## src/sv/assert_macros.svh

```systemverilog
// ----------------------------------------------------------------------------
// Assertion macros
// Concurrent assertion wrappers that compile to nothing in synthesis.
// ----------------------------------------------------------------------------
`ifndef ASSERT_MACROS_SVH
`define ASSERT_MACROS_SVH
`ifndef SYNTHESIS
`define ASSERT_AT(lbl, clk, rstn, prop, msg) \
  lbl: assert property (@(posedge clk) disable iff (!rstn) (prop)) else $error(msg);
`define ASSERT_NEVER_AT(lbl, clk, rstn, expr, msg) \
  lbl: assert property (@(posedge clk) disable iff (!rstn) !(expr)) else $error(msg);
`else
`define ASSERT_AT(lbl, clk, rstn, prop, msg)
`define ASSERT_NEVER_AT(lbl, clk, rstn, expr, msg)
`endif
`endif

```

## src/sv/leei_pkg.sv

```systemverilog
// ----------------------------------------------------------------------------
// Luminance edge error indicator package
// Shared constants, payload types, register codes and the half-sine table.
// ----------------------------------------------------------------------------
`default_nettype none
package leei_pkg;

  localparam int MAX_WIDTH        = 4096;
  localparam int MAX_HEIGHT       = 4096;
  localparam int SINE_TABLE_DEPTH = 1024;
  localparam int DIM_W            = 13;
  localparam int STEP_W           = 16;
  localparam int CFG_DATA_W       = 16;
  localparam int CFG_IDX_W        = 3;
  localparam int COL_W            = $clog2(MAX_WIDTH);
  localparam int ROW_W            = $clog2(MAX_HEIGHT);
  localparam int WCMP_W = ($clog2(MAX_WIDTH + 1) > DIM_W) ? $clog2(MAX_WIDTH + 1) : DIM_W;
  localparam int HCMP_W = ($clog2(MAX_HEIGHT + 1) > DIM_W) ? $clog2(MAX_HEIGHT + 1) : DIM_W;
  localparam int SINE_AW          = $clog2(SINE_TABLE_DEPTH);
  localparam int ERR_W            = 64;
  localparam int WGT_W            = 40;
  localparam int QUEUE_DEPTH      = 2;
  localparam int QPTR_W           = $clog2(QUEUE_DEPTH);

  typedef enum logic [CFG_IDX_W-1:0] {
    REG_FRAME_WIDTH  = 3'd0,
    REG_FRAME_HEIGHT = 3'd1,
    REG_COL_STEP     = 3'd2,
    REG_ROW_STEP     = 3'd3,
    REG_SEQ_LEN      = 3'd4
  } leei_reg_e;

  typedef enum logic [2:0] {
    F_IDLE, F_DIV, F_CLIP, F_SQ, F_P4, F_P5, F_WGT, F_ACC
  } leei_front_e;

  typedef enum logic [3:0] {
    B_IDLE, B_DIV, B_SQ, B_QD, B_FV, B_CMP, B_SEQ, B_MDIV, B_OUT
  } leei_back_e;

  typedef struct packed {
    logic [7:0]  source_luma;
    logic [7:0]  degraded_luma;
    logic [10:0] source_edge;
    logic [10:0] degraded_edge;
  } leei_in_t;

  typedef struct packed {
    logic [15:0] frame_indicator;
    logic [15:0] sequence_indicator;
    logic        sequence_done;
  } leei_out_t;

  typedef struct packed {
    logic [DIM_W-1:0]  frame_width;
    logic [DIM_W-1:0]  frame_height;
    logic [STEP_W-1:0] column_phase_step;
    logic [STEP_W-1:0] row_phase_step;
    logic [15:0]       sequence_length;
  } leei_cfg_t;

  typedef struct packed {
    logic [ERR_W-1:0] err_sum;
    logic [WGT_W-1:0] wgt_sum;
  } leei_job_t;

  typedef struct packed {
    logic      valid;
    leei_job_t job;
  } leei_push_t;

  typedef struct packed {
    logic      valid;
    leei_job_t job;
  } leei_pop_t;

  typedef logic [15:0] sine_rom_t [SINE_TABLE_DEPTH];

  function automatic logic [15:0] sine_entry(input int unsigned k);
    logic [63:0] u;
    logic [63:0] num;
    logic [63:0] den;
    logic [63:0] rem;
    logic [63:0] quo;
    u   = 64'(k) * 64'(SINE_TABLE_DEPTH - k);
    num = u << 20;
    den = 64'(5) * 64'(SINE_TABLE_DEPTH) * 64'(SINE_TABLE_DEPTH) - 64'(4) * u;
    rem = '0;
    quo = '0;
    for (int i = 63; i >= 0; i--) begin
      rem = {rem[62:0], num[i]};
      quo = quo << 1;
      if (rem >= den) begin
        rem    = rem - den;
        quo[0] = 1'b1;
      end
    end
    return (quo > 64'd65535) ? 16'hFFFF : quo[15:0];
  endfunction

  function automatic sine_rom_t build_sine();
    sine_rom_t r;
    for (int k = 0; k < SINE_TABLE_DEPTH; k++) begin
      r[k] = sine_entry(k);
    end
    return r;
  endfunction

endpackage
`default_nettype wire

```

## src/sv/leei_queue.sv

```systemverilog
// ----------------------------------------------------------------------------
// Job queue
// Two-entry queue of frame sums between the front and back stages.
// ----------------------------------------------------------------------------
`default_nettype none
module leei_queue (
  input  wire logic                 clk_i,
  input  wire logic                 rst_ni,
  input  wire leei_pkg::leei_push_t push_i,
  output logic                      full_o,
  output leei_pkg::leei_pop_t       pop_o,
  input  wire logic                 take_i
);
  import leei_pkg::*;

  leei_job_t         mem_q [QUEUE_DEPTH];
  logic [QPTR_W-1:0] wr_q, rd_q;
  logic [QPTR_W:0]   cnt_q;
  logic              do_pop;

  always_comb begin
    full_o      = (cnt_q == (QPTR_W + 1)'(QUEUE_DEPTH));
    pop_o.valid = (cnt_q != '0);
    pop_o.job   = mem_q[rd_q];
    do_pop      = take_i && pop_o.valid;
  end

  always_ff @(posedge clk_i or negedge rst_ni) begin
    if (!rst_ni) begin
      wr_q  <= '0;
      rd_q  <= '0;
      cnt_q <= '0;
    end else begin
      if (push_i.valid) wr_q <= wr_q + QPTR_W'(1);
      if (do_pop) rd_q <= rd_q + QPTR_W'(1);
      if (push_i.valid && !do_pop) begin
        cnt_q <= cnt_q + (QPTR_W + 1)'(1);
      end else if (!push_i.valid && do_pop) begin
        cnt_q <= cnt_q - (QPTR_W + 1)'(1);
      end
    end
  end

  always_ff @(posedge clk_i) begin
    if (push_i.valid) mem_q[wr_q] <= push_i.job;
  end

endmodule
`default_nettype wire

```

## config.mk

```make
export PLATFORM = sky130hd
export DESIGN_NAME = leei_queue
export DESIGN_NICKNAME = d
export VERILOG_FILES = /design/src/sv/assert_macros.svh /design/src/sv/leei_pkg.sv /design/src/sv/leei_queue.sv
export SDC_FILE = /design/constraint.sdc
export NUM_CORES = 1
export LEC_CHECK = 0
export BUFFER_PORTS_ARGS = -buffer_cell sky130_fd_sc_hd__buf_4
export CAP_MARGIN = 20
export CELL_PAD_IN_SITES_DETAIL_PLACEMENT = 1
export CELL_PAD_IN_SITES_GLOBAL_PLACEMENT = 2
export CORE_UTILIZATION = 39
export DETAILED_ROUTE_END_ITERATION = 10
export PLACE_DENSITY_LB_ADDON = 0.2
export SLEW_MARGIN = 20
export SYNTH_ARGS = -nofsm -noshare
export SYNTH_HDL_FRONTEND = slang
export SYNTH_SLANG_ARGS = --single-unit
```

## constraint.sdc

```tcl
create_clock -name clk_i -period 6.7 [get_ports clk_i]
set_input_delay 0.335 -clock clk_i [delete_from_list [all_inputs] [get_ports clk_i]]
set_output_delay 0.335 -clock clk_i [all_outputs]
set_load 0.01 [all_outputs]
```

======== Word-level counts from Yosys, hierarchy flattened ========
Memory sizes are Yosys's and may differ from the RTL's.
Cells that the tools add are included.
storage, ports and cells
  register bits ........................... 4
  RAM bits ................................ 208
  input port bits ......................... 108
  output and inout port bits .............. 106
  logic and storage cells ................. 20
  memories kept ........................... 1
cells by class
  add/subtract/negate cells ............... 4
  eq/ne operators ......................... 1
  mux-type cells .......................... 4
  reductions and logical operators ........ 7
memory list
  memory  words  width  read ports  clocked after memory_dff  write ports  line              RTL
  mem_q   2      104    1           0                         1            leei_queue.sv:16  leei_job_t mem_q [QUEUE_DEPTH];
operators with widths
  cell                                              number
  two-way mux 2 bit                                 2
  nonzero test 2 bit                                2
  logical AND 1 bit                                 3
  adder 1 bit, second input constant                2
  adder 2 x 1 -> 2 bit, second input constant       1
  == test 2 bit, second input constant              1
  logical NOT 1 bit                                 2
  two-way mux 1 bit                                 2
  subtractor 2 x 1 -> 2 bit, second input constant  1

======== Depth between registers and ports, before layout ========
Gate-level depths: netlist of the first run.
  depth after elaboration ................. 5
  gate-level depth with buffers ........... 6
  depth with buffers taken out ............ 6

======== Least setup slack after synthesis of the first run ========
OpenSTA, ideal clock, no wires.
  path type ............................... register to register
  start ................................... reg wr_q
  end ..................................... mem mem_q[0][0] in the netlist's numbering, enable pin
  library setup time ...................... 0.580 ns
  arrival time ............................ 5.004 ns
  required time ........................... 6.120 ns
  slack ................................... 1.116 ns
  stages on the path, launching flop included .. 2
  buffers on the path ..................... 0
  cells stage by stage .................... dfrtp_1 nor2b_1
RTL lines
  element                 line              RTL
  start, declared         leei_queue.sv:17  logic [QPTR_W-1:0] wr_q, rd_q;
  start signal, assigned  leei_queue.sv:34  if (push_i.valid) wr_q <= wr_q + QPTR_W'(1);
  end, declared           leei_queue.sv:16
Straight into the memory's write port.

==> summary.txt, run 1 <==
Floorplan
  – Die height: 145 um
  – Standard-cell rows: 51
  – Top Ports: 214
  – Core area: 19,700 um2
  – Die area: 20,900 um2
  – Initial Utilization: 0.403
  – Die W: 145 um

GRT
  – Global-route wire length before repair: 24,200 um
  – Largest net degree at the start of global routing: 81
  – Vias in the first global route: 4,542
  – Antenna violations before repair: 0
  – Grt ovf: 0
  – Tot GR Track Use: 0.155

Route
  – 1st-iter DRT viols: 150
  – Wirelength, routed: 16,700 um
  – Wirelength per Cell: 18.4 um
  – Post-DRT Antenna Nets: 0
  – Avg Vias per Cell: 4.58
  – First-pass DRT Iterations: 4
  – Via count: 4,142
  – # DRC: 0

Timing
  – Worst Skew: 0.0190 ns
  – Final setup vio count: 0
  – Post-route clock period utilization: 0.484
  – Setup ws final: 3.46 ns
  – Worst-Margin Slew: 1.07 ns
  – Post-Route Setup TNS: 0 ns
  – Final Hold Fails: 0
  – Max transition margin: 0.285
  – RSZ-0062 raised after global routing: no
  – Min Hold Slack: 0.0222 ns
  – F_max: 309 MHz
  – Slew Limit Fails: 0
  – Min Tclk post-route: 3.24 ns

Synth
  – Ranking of synthesized cells by area: edfxtp_1, mux2_4, mux2_2
  – Post-synthesis sequential area ratio: 0.799
  – Netlist cell types: 16
  – Cell area after synthesis: 7950 um2
  – Synthesis Warnings: 0
  – Area leader, netlist: edfxtp_1
  – Register bit total from synthesis: 212
  – Syn avg cell area: 23.4 um2
  – Synthesized instance count: 340
  – Syn nets: 449
  – Share of the synthesized area in the top cell type: 0.786

Setup path
  – Kind of critical path: reg2out
  – Most frequent CP cell: buf_4
  – Req. time, crit path: 6.36 ns
  – Crit-path max FO: 59
  – Critical Path Start Type: flip-flop
  – Worst setup EP type: primary output
  – Slowest stage delay, CP: 0.92 ns
  – Critical Path, Cell by Cell: buf_4, mux2_2, buf_4
  – Crit path max-delay cell type: buf_4
  – Kind of cell adding the most delay to the critical path: buffers and inverters
  – WP buf/inv: 2
  – Worst path arrival time: 2.91 ns

Cells and area
  – Layout cells sized above 1: 0.555
  – Multi-input gate area: 1460 um2
  – Final Cell Area: 11,000 um2
  – # nets final: 734
  – Area Growth Syn to Fin: 38.6%
  – Final Core Density: 0.558
  – Filler cells: 1,768
  – Sequential cell area: 6350 um2
  – Diode count: 0

CTS
  – Post-CTS Setup Inserts: 0
  – H-tree depth: 1
  – Num CTS Buffers: 23
  – Clock Latency Late Sink: 0.51 ns
  – Maximum clock path buffer count: 3
  – CTS tree: built
  – # clock sinks: 212
  – CTS clk-pin slew, worst paths: 0.06 ns
  – CTS root buffer: clkbuf_16

Placement
  – Worst slack, placed: 3.91 ns
  – Global placement routability congestion: 0.710
  – Hpwl dp: 10,300 um
  – Placed Area: 9760 um2
  – Port bufs: 213

Pwr
  – VDD IR-drop max: 0.262 mV
  – PD cells: 403 nW/um2
  – Lkg Pwr: 4.27 nW

Run status
  – Status: finished clean

Flow run
  – MaxCap Viol Count: 0

Min path
  – HP Class: in2reg
cell type report:
cell class / instances / share of cell area
clock buffers: 34 / 0.0587
clock inverters: 6 / 0.00318
multi-input cells: 116 / 0.132
flip-flops and latches: 212 / 0.577
well taps: 265 / 0.0301
repair buffers: 272 / 0.199
power by group:
group	leakage, nW	switching, mW	total (mW)	internal (mW)
logic	1.94	0.621	1.40	0.777
clock network	0.332	0.486	1.15	0.666
registers	2.00	0.123	1.89	1.76
total	4.27	1.23	4.44	3.21
cell usage in the layout, fill, tap and decap left out:
master	n
dfrtp_4	1
inv_6	1
clkbuf_16	23
clkinv_1	1
clkbuf_1	8
buf_4	214
mux2_4	50
xnor2_1	2
mux2_2	54
nand2_1	1
dfrtp_1	3
edfxtp_1	208
ha_1	1
clkinvlp_4	1
nor2_1	1
buf_6	2
xor2_1	3
clkinv_2	3
or2_2	1
nor2b_4	1
nor2b_1	1
clkbuf_8	3
dlygate4sd3_1	56
and2_4	1
state kept, by name, summed over array words and instances (netlist names):
register  flops
mem_q       208
wr_q          1
rd_q          1
cnt_q         2
kinds of logic (layout without fill, tap and decap cells):
family | Yosys count | in the layout | synth area share
xor gates and xnor gates | 5 | 5 | 0.00551
DFF | 212 | 212 | 0.799
buffers and inverters | 12 | 312 | 0.0191
and+or+nand+nor | 6 | 6 | 0.00409
muxes | 104 | 104 | 0.171
adders and majority gates | 1 | 1 | 0.00157
cell usage after synthesis:
library cell and instances:
buf_8 1, ha_1 1, nand2_1 1, mux2_4 50, and2_1 1, mux2_2 54
or2_2 1, edfxtp_1 208, xnor2_1 2, dfrtp_1 4, buf_6 1, xor2_1 3
nor2b_1 2, buf_2 5, nor2_1 1, buf_12 5
per-layer routing:
metal  vias up  share of wire  global-route usage
met4         0          0.023              0.0460
li1       1912              -                   -
met3        27          0.090              0.0556
met2       159           0.49               0.265
met5         -              0                   0
met1      2044           0.40               0.183
worst register-to-register path: cells and delay by family (launching register included):
family | cells | cell delay [ns]
flops | 1 | 0.42
simple gates | 1 | 0.65
buf+inv | 1 | 0.69
timing repair:
action | in CTS | in global routing
hold endpoints to repair | 111 | 0
hold buffers | 56 | 0
gates resized for setup | 0 | 0
through the flow:
stage / cells / power, mW
2_1_floorplan: 340 / 2.77
3_3_place_gp: 809 / 3.28
3_5_place_dp: 809 / 3.32
4_1_cts: 905 / 4.50
5_1_grt: 905 / 4.65
6_report: 905 / 4.44
path summary, 6_finish.rpt:
kind / start / to / slack (ns) / cells past startpoint
max: rd_q / pop_o[89] / 3.46 / 3
min: push_i[74] / mem_q[1][74] / 0.02 / 1
max reg2reg: wr_q / mem_q[0][26] / 4.47 / 2
min reg2reg: cnt_q[1] / cnt_q[1] / 0.49 / 1
max in group asynchronous: rst_ni / rd_q / 6.40 / 2
min in group asynchronous: rst_ni / wr_q / 0.18 / 2
No activity file was read; power rests on OpenSTA's default activity.
==> inputs of run 2 (changes only) <==
--- a/config.mk
+++ b/config.mk
@@ -5,11 +5,12 @@
 export SDC_FILE = /design/constraint.sdc
 export NUM_CORES = 1
 export LEC_CHECK = 0
+export ABC_AREA = 1
 export BUFFER_PORTS_ARGS = -buffer_cell sky130_fd_sc_hd__buf_4
 export CAP_MARGIN = 20
 export CELL_PAD_IN_SITES_DETAIL_PLACEMENT = 1
 export CELL_PAD_IN_SITES_GLOBAL_PLACEMENT = 2
-export CORE_UTILIZATION = 39
+export CORE_UTILIZATION = 31
 export DETAILED_ROUTE_END_ITERATION = 10
 export PLACE_DENSITY_LB_ADDON = 0.2
 export SLEW_MARGIN = 20
==> constraint.sdc (replaced) <==
create_clock -name clk_i -period 2.85 [get_ports clk_i]
set_input_delay 0.1425 -clock clk_i [delete_from_list [all_inputs] [get_ports clk_i]]
set_output_delay 0.1425 -clock clk_i [all_outputs]
set_load 0.01 [all_outputs]
==> summary.txt, run 2 <==
Setup path
  – Req. time, crit path: 2.71 ns (-3.65 ns)
  – Worst setup EP type: primary output
  – Worst path arrival time: 2.37 ns (-0.54 ns)
  – Crit-path max FO: 71 (+20%)
  – Crit path max-delay cell type: buf_4
  – Critical Path, Cell by Cell: buf_4, nand2_1, nand2_1, buf_4
  – Critical Path Start Type: flip-flop
  – Kind of critical path: reg2out
  – Slowest stage delay, CP: 0.71 ns (-0.21 ns)

Floorplan
  – Standard-cell rows: 57 (+12%)
  – Die area: 25,800 um2 (+23%)
  – Core area: 24,500 um2 (+24%)
  – Top Ports: 214 (unchanged)
  – Die W: 161 um (+11%)
  – Initial Utilization: 0.319 (-0.0842)
  – Die height: 161 um (+11%)

CTS
  – Hold buffers post-CTS: 107 (+91%)
  – Maximum clock path buffer count: 3 (unchanged)
  – Post-CTS Setup Inserts: 0 (unchanged)
  – CTS clk-pin slew, worst paths: 0.06 ns (about the same)
  – Post-cts sizing count: 0 (unchanged)
  – # clock sinks: 212 (unchanged)
  – CTS root buffer: clkbuf_16
  – Clock Latency Late Sink: 0.50 ns (about the same)
  – CTS tree: built
  – H-tree depth: 1 (unchanged)
  – Num CTS Buffers: 24 (+4.3%)

Cells and area
  – Commonest non-fill, non-tap cells in the layout: nand2_1, buf_4, edfxtp_1, dlygate4sd3_1, clkbuf_16
  – Multi-input gate area: 1270 um2 (-13%)
  – Diode count: 0 (unchanged)
  – Most common cell after layout, fill and taps aside: nand2_1
  – Filler cells: 2,539 (+44%)
  – Top Registers: mem_q x208, cnt_q x2
  – # nets final: 1,010 (+38%)
  – Area Growth Syn to Fin: 49.4%
  – Top reg by flops: mem_q
  – Max reg flops: 208 (unchanged)
  – Layout cells sized above 1: 0.284 (-0.270)
  – Sequential cell area: 6350 um2 (unchanged)

Synth
  – Top cells by count, synth: nand2_1, edfxtp_1, buf_2, buf_4, inv_1
  – Main combinational cell family by area after synthesis: simple AND/OR/NAND/NOR gates
  – Xor/xnor cell area share of the yosys netlist: 0.00225 (-0.00326)
  – Area leader, netlist: edfxtp_1
  – Syn avg cell area: 13.7 um2 (-42%)
  – Netlist cell types: 14 (-2)
  – Synthesized instance count: 571 (+68%)
  – Synthesis Warnings: 0 (unchanged)
  – Post-synthesis sequential area ratio: 0.814 (+0.0153)
  – Register bit total from synthesis: 212 (unchanged)
  – Compound-Gate Fraction of Synth Area: 0 (unchanged)
  – Synth Flop Type: edfxtp_1
  – Simple-Gate Fraction of Synth Area: 0.158 (+0.154)
  – Cell area after synthesis: 7800 um2 (-1.9%)
  – Ranking of synthesized cells by area: edfxtp_1, nand2_1, dfrtp_1
  – Share of the synthesized area in the top cell type: 0.801 (+0.0150)
  – Synth Area in Adders: 0.00160 (+0.0000301)
  – Syn nets: 680 (+51%)
  – Most common cell in the netlist: nand2_1
  – EDFF count, synth: 208 (unchanged)
  – Share of synthesized area spent on multiplexers: 0 (-0.171)
  – Synth async-reset ratio: 0.0189 (unchanged)

GRT
  – Grt ovf: 0 (unchanged)
  – Antenna violations before repair: 0 (unchanged)
  – Global-route wire length before repair: 30,400 um (+26%)
  – Largest net degree at the start of global routing: 78 (-3.7%)
  – Vias in the first global route: 5,773 (+27%)
  – Tot GR Track Use: 0.151 (-0.00442)

Pwr
  – Lkg Pwr: 4.91 nW (+15%)
  – Total Power: 11.2 mW (+150%)
  – PD cells: 958 nW/um2 (+140%)
  – VDD IR-drop max: 0.482 mV (+84%)

Route
  – Post-DRT Antenna Nets: 0 (unchanged)
  – Wirelength per Cell: 15.5 um (-16%)
  – 1st-iter DRT viols: 195 (+30%)
  – # DRC: 0 (unchanged)
  – First-pass DRT Iterations: 4 (unchanged)
  – Via count: 5,292 (+28%)
  – Wirelength, routed: 19,300 um (+16%)
  – Avg Vias per Cell: 4.26 (-6.9%)

Min path
  – HP Class: in2async

Flow run
  – MaxCap Viol Count: 0 (unchanged)

Timing
  – Worst Skew: 0.00668 ns (-0.0123 ns)
  – Post-route clock period utilization: 0.881
  – Post-Route Setup TNS: 0 ns (unchanged)
  – Min Tclk post-route: 2.51 ns
  – Worst-Margin Slew: 0.827 ns (-0.246 ns)
  – Slew Limit Fails: 0 (unchanged)
  – Max transition margin: 0.449 (+0.164)
  – RSZ-0062 raised after global routing: no
  – Final Hold Fails: 0 (unchanged)
  – Final setup vio count: 0 (unchanged)
  – F_max: 398 MHz

Run status
  – Status: finished clean

Placement
  – Hpwl dp: 11,900 um (+16%)
  – Port bufs: 213 (unchanged)
  – Global placement routability congestion: 0.702 (-1.1%)
==> run 2: final timing paths <==
| check | startpoint | to | slack [ns] | cells past startpoint |
|---|---|---|---|---|
| worst max-delay path | rd_q | pop_o[31] | 0.34 | 4 |
| worst min-delay path | rst_ni | rd_q | 0.03 | 2 |
| worst max register to register | rd_q | rd_q | 1.35 | 3 |
| worst min register to register | cnt_q[1] | cnt_q[1] | 0.48 | 2 |
| max in group asynchronous | rst_ni | rd_q | 2.70 | 2 |
| min in group clk_i | push_i[13] | mem_q[0][13] | 0.36 | 2 |
==> run 2: critical path, delay by kind of cell, from the launching register on <==
| family | cells | cell delay (ns) |
|---|---|---|
| buf+inv | 2 | 0.83 |
| flops | 1 | 0.69 |
| simple gates | 2 | 0.27 |
==> run 2: per-stage QoR <==
stage / instances / hold WS [ns] / util / setup WS (ns) / instance area (um2)
3_5_place_dp: 1092 / -0.0496 / 0.399 / 0.819 / 9760
5_1_grt: 1242 / 0.0197 / 0.476 / 0.116 / 11600
2_1_floorplan: 571 / -0.153 / - / 0.416 / 7810
6_report: 1242 / 0.0307 / 0.476 / 0.338 / 11600
3_3_place_gp: 1092 / -0.0500 / 0.399 / 0.862 / 9760
4_1_cts: 1242 / 0.00871 / 0.476 / 0.253 / 11600
==> run 2: layer usage <==
| metal | vias to the layer above | wire length [um] | GRT usage |
|---|---|---|---|
| li1 | 2579 | - | - |
| met2 | 152 | 9800 | 0.268 |
| met1 | 2534 | 7840 | 0.182 |
| met4 | 0 | 420 | 0.0385 |
| met5 | - | 0 | 0 |
| met3 | 27 | 1230 | 0.0380 |
==> run 2: power breakdown <==
group | leakage [nW] | internal (mW) | switching, mW
registers | 2.00 | 4.14 | 0.231
logic | 2.52 | 1.53 | 2.09
clock network | 0.386 | 1.95 | 1.20
total | 4.91 | 7.63 | 3.53
==> run 2: logic make-up after synthesis <==
group / after synthesis
xor+xnor: 2
fa+ha+maj: 1
buf+inv: 30
flops: 212
simple gates: 326
==> run 2: layout make-up <==
| class | instances | share of cell area |
|---|---|---|
| well taps | 324 | 0.0348 |
| inverters | 7 | 0.00279 |
| clock buffers | 27 | 0.0544 |
| repair buffers | 327 | 0.238 |
| flip-flops and latches | 212 | 0.545 |
| clock inverters | 16 | 0.0161 |
| multi-input cells | 329 | 0.109 |
==> inputs of run 3 (changes only) <==
--- a/config.mk
+++ b/config.mk
@@ -6,12 +6,13 @@
 export NUM_CORES = 1
 export LEC_CHECK = 0
 export ABC_AREA = 1
-export BUFFER_PORTS_ARGS = -buffer_cell sky130_fd_sc_hd__buf_4
 export CAP_MARGIN = 20
 export CELL_PAD_IN_SITES_DETAIL_PLACEMENT = 1
 export CELL_PAD_IN_SITES_GLOBAL_PLACEMENT = 2
-export CORE_UTILIZATION = 31
+export CORE_ASPECT_RATIO = 1.1
+export CORE_UTILIZATION = 37
 export DETAILED_ROUTE_END_ITERATION = 10
+export DONT_BUFFER_PORTS = 1
 export PLACE_DENSITY_LB_ADDON = 0.2
 export SLEW_MARGIN = 20
 export SYNTH_ARGS = -nofsm -noshare
==> summary.txt, run 3 (synthesis results as in run 2) <==
Route
  – Met2 WL post-DR: 8780 um (-10%)
  – Post-DRT Antenna Nets: 0 (unchanged)
  – Avg Vias per Cell: 4.78 (+12%)
  – # DRC: 0 (unchanged)
  – Via count: 4,585 (-13%)
  – Wl on met1: 6250 um (-20%)
  – Highest routed layer: met4
  – Wirelength, routed: 16,900 um (-12%)
  – Wirelength per Cell: 17.7 um (+14%)
  – First-pass DRT Iterations: 4 (unchanged)
  – Met3 routed wirelength: 1540 um (+25%)
  – 1st-iter DRT viols: 166 (-15%)

Pwr
  – Total Power: 9.34 mW (-16%)
  – PD cells: 956 nW/um2 (-0.28%)
  – Lkg Pwr: 3.80 nW (-23%)
  – VDD IR-drop max: 0.453 mV (-6.1%)

Setup path
  – Req. time, crit path: 2.71 ns (about the same)
  – FF-to-FF End: mem_q[1][6]
  – Critical Path, Cell by Cell: buf_4, nand2_1, nand2_1
  – Slowest stage delay, CP: 0.74 ns (+0.03 ns)
  – Kind of critical path: reg2out
  – Kind of cell adding the most delay to the critical path: buffers and inverters
  – WP buf/inv: 1 (-1)
  – Critical Path Start Type: flip-flop
  – Crit-path max FO: 77 (+8.5%)
  – Crit path max-delay cell type: buf_4
  – Reg2reg path depth: 3 (unchanged)
  – Most frequent CP cell: nand2_1
  – Worst R2R Start: wr_q
  – FF-to-FF setup slack: 1.01 ns (-0.34 ns)
  – Worst setup EP type: primary output
  – Worst path arrival time: 2.24 ns (-0.13 ns)

GRT
  – Antenna violations before repair: 0 (unchanged)
  – Tot GR Track Use: 0.156 (+0.00551)
  – Vias in the first global route: 5,108 (-12%)
  – Global-route wire length before repair: 26,300 um (-14%)
  – Largest net degree at the start of global routing: 78 (unchanged)
  – Grt ovf: 0 (unchanged)

Placement
  – Placed Area: 8050 um2 (-18%)
  – Worst slack, placed: 0.927 ns (+0.108 ns)
  – Port bufs: 0 (-100%)
  – Global placement routability congestion: 0.685 (-2.5%)
  – Hpwl dp: 10,100 um (-15%)

Timing
  – Post-Route Setup TNS: 0 ns (unchanged)
  – Worst Skew: 0.00811 ns (+0.00143 ns)
  – Setup ws final: 0.464 ns (+0.126 ns)
  – Min Hold Slack: 0.290 ns (+0.260 ns)
  – Final Hold Fails: 0 (unchanged)
  – Max transition margin: 0.419 (-0.0291)
  – Min Tclk post-route: 2.39 ns (-0.126 ns)
  – RSZ-0062 raised after global routing: no
  – Worst-Margin Slew: 0.871 ns (+0.0436 ns)
  – Slew Limit Fails: 0 (unchanged)
  – Final setup vio count: 0 (unchanged)
  – Post-route clock period utilization: 0.837 (-0.0440)
  – F_max: 419 MHz (+5.3%)

Cells and area
  – Filler cells: 2,090 (-18%)
  – Sequential cell area: 6350 um2 (unchanged)
  – Commonest non-fill, non-tap cells in the layout: nand2_1, edfxtp_1, dlygate4sd3_1, clkbuf_16, clkinv_1
  – Most common cell after layout, fill and taps aside: nand2_1
  – Layout cells sized above 1: 0.0526 (-0.232)
  – Final Cell Area: 9770 um2 (-16%)
  – Max reg flops: 208 (unchanged)
  – Top Registers: mem_q x208, cnt_q x2
  – Area Growth Syn to Fin: 25.4%
  – Top reg by flops: mem_q
  – # nets final: 797 (-21%)
  – Multi-input gate area: 1270 um2 (unchanged)
  – Diode count: 0 (unchanged)

Min path
  – Hold Crit Start: push_i[71]
  – Hold depth: 1
  – Hold EP: mem_q[1][71]
  – HP Class: in2reg

CTS
  – Maximum clock path buffer count: 3 (unchanged)
  – Clock Latency Late Sink: 0.50 ns (about the same)
  – Num CTS Buffers: 23 (-4.2%)
  – CTS clk-pin slew, worst paths: 0.06 ns (about the same)
  – Post-cts sizing count: 0 (unchanged)
  – Hold buffers post-CTS: 108 (+0.93%)
  – CTS tree: built
  – H-tree depth: 1 (unchanged)
  – CTS root buffer: clkbuf_16
  – # clock sinks: 212 (unchanged)
  – Post-CTS Setup Inserts: 0 (unchanged)

Floorplan
  – Die W: 140 um (-13%)
  – Standard-cell rows: 55 (-3.5%)
  – Die height: 154 um (-4.0%)
  – Top Ports: 214 (unchanged)
  – Core area: 20,600 um2 (-16%)
  – Die area: 21,700 um2 (-16%)
  – Initial Utilization: 0.378 (+0.0589)

Flow run
  – MaxCap Viol Count: 0 (unchanged)

Run status
  – Status: finished clean
## run 3: worst reg2reg max path, cell delays in order (launching register included)
cell	delay (ns)
dfrtp_1	0.43
nand2_1	0.13
clkinvlp_4	0.49
buf_12	0.43
## run 3: area by class of cell
class	instances	share of cell area
Timing Repair Buffer	115	0.119
Clock buffer	29	0.0612
Clock inverter	11	0.00499
Inverter	7	0.00333
Sequential cell	212	0.650
Tap cell	256	0.0328
Multi-Input combinational cell	329	0.130
## run 3: stage by stage
step / util / cells
finish: 0.473 / 959
floorplan: - / 571
global placement: 0.390 / 811
detailed placement: 0.390 / 811
global route: 0.473 / 959
CTS: 0.473 / 959
## run 3: worst max path at each step
stage / startpoint / to / slack (ns) / cells past startpoint
3_3_place_gp: rd_q / pop_o[84] / 0.96 / 3
4_1_cts: rd_q / pop_o[80] / 0.38 / 3
5_1_grt: rd_q / pop_o[51] / 0.28 / 3
3_5_place_dp: rd_q / pop_o[80] / 0.93 / 3
6_report: rd_q / pop_o[67] / 0.46 / 3
2_1_floorplan: wr_q / mem_q[1][0] / 0.42 / 2
## run 3: where the power goes
group | internal (mW) | leakage (nW) | total [mW] | switching (mW)
Combinational | 0.541 | 1.49 | 2.40 | 1.86
Sequential | 4.15 | 2.00 | 4.36 | 0.212
Clock | 1.47 | 0.315 | 2.58 | 1.11
Total | 6.16 | 3.80 | 9.34 | 3.18
## run 3: layer usage
| metal | vias to the layer above | global-route usage |
|---|---|---|
| met4 | 0 | 0.0476 |
| met3 | 32 | 0.0542 |
| li1 | 2154 | - |
| met1 | 2239 | 0.166 |
| met2 | 160 | 0.290 |
| met5 | - | 0 |
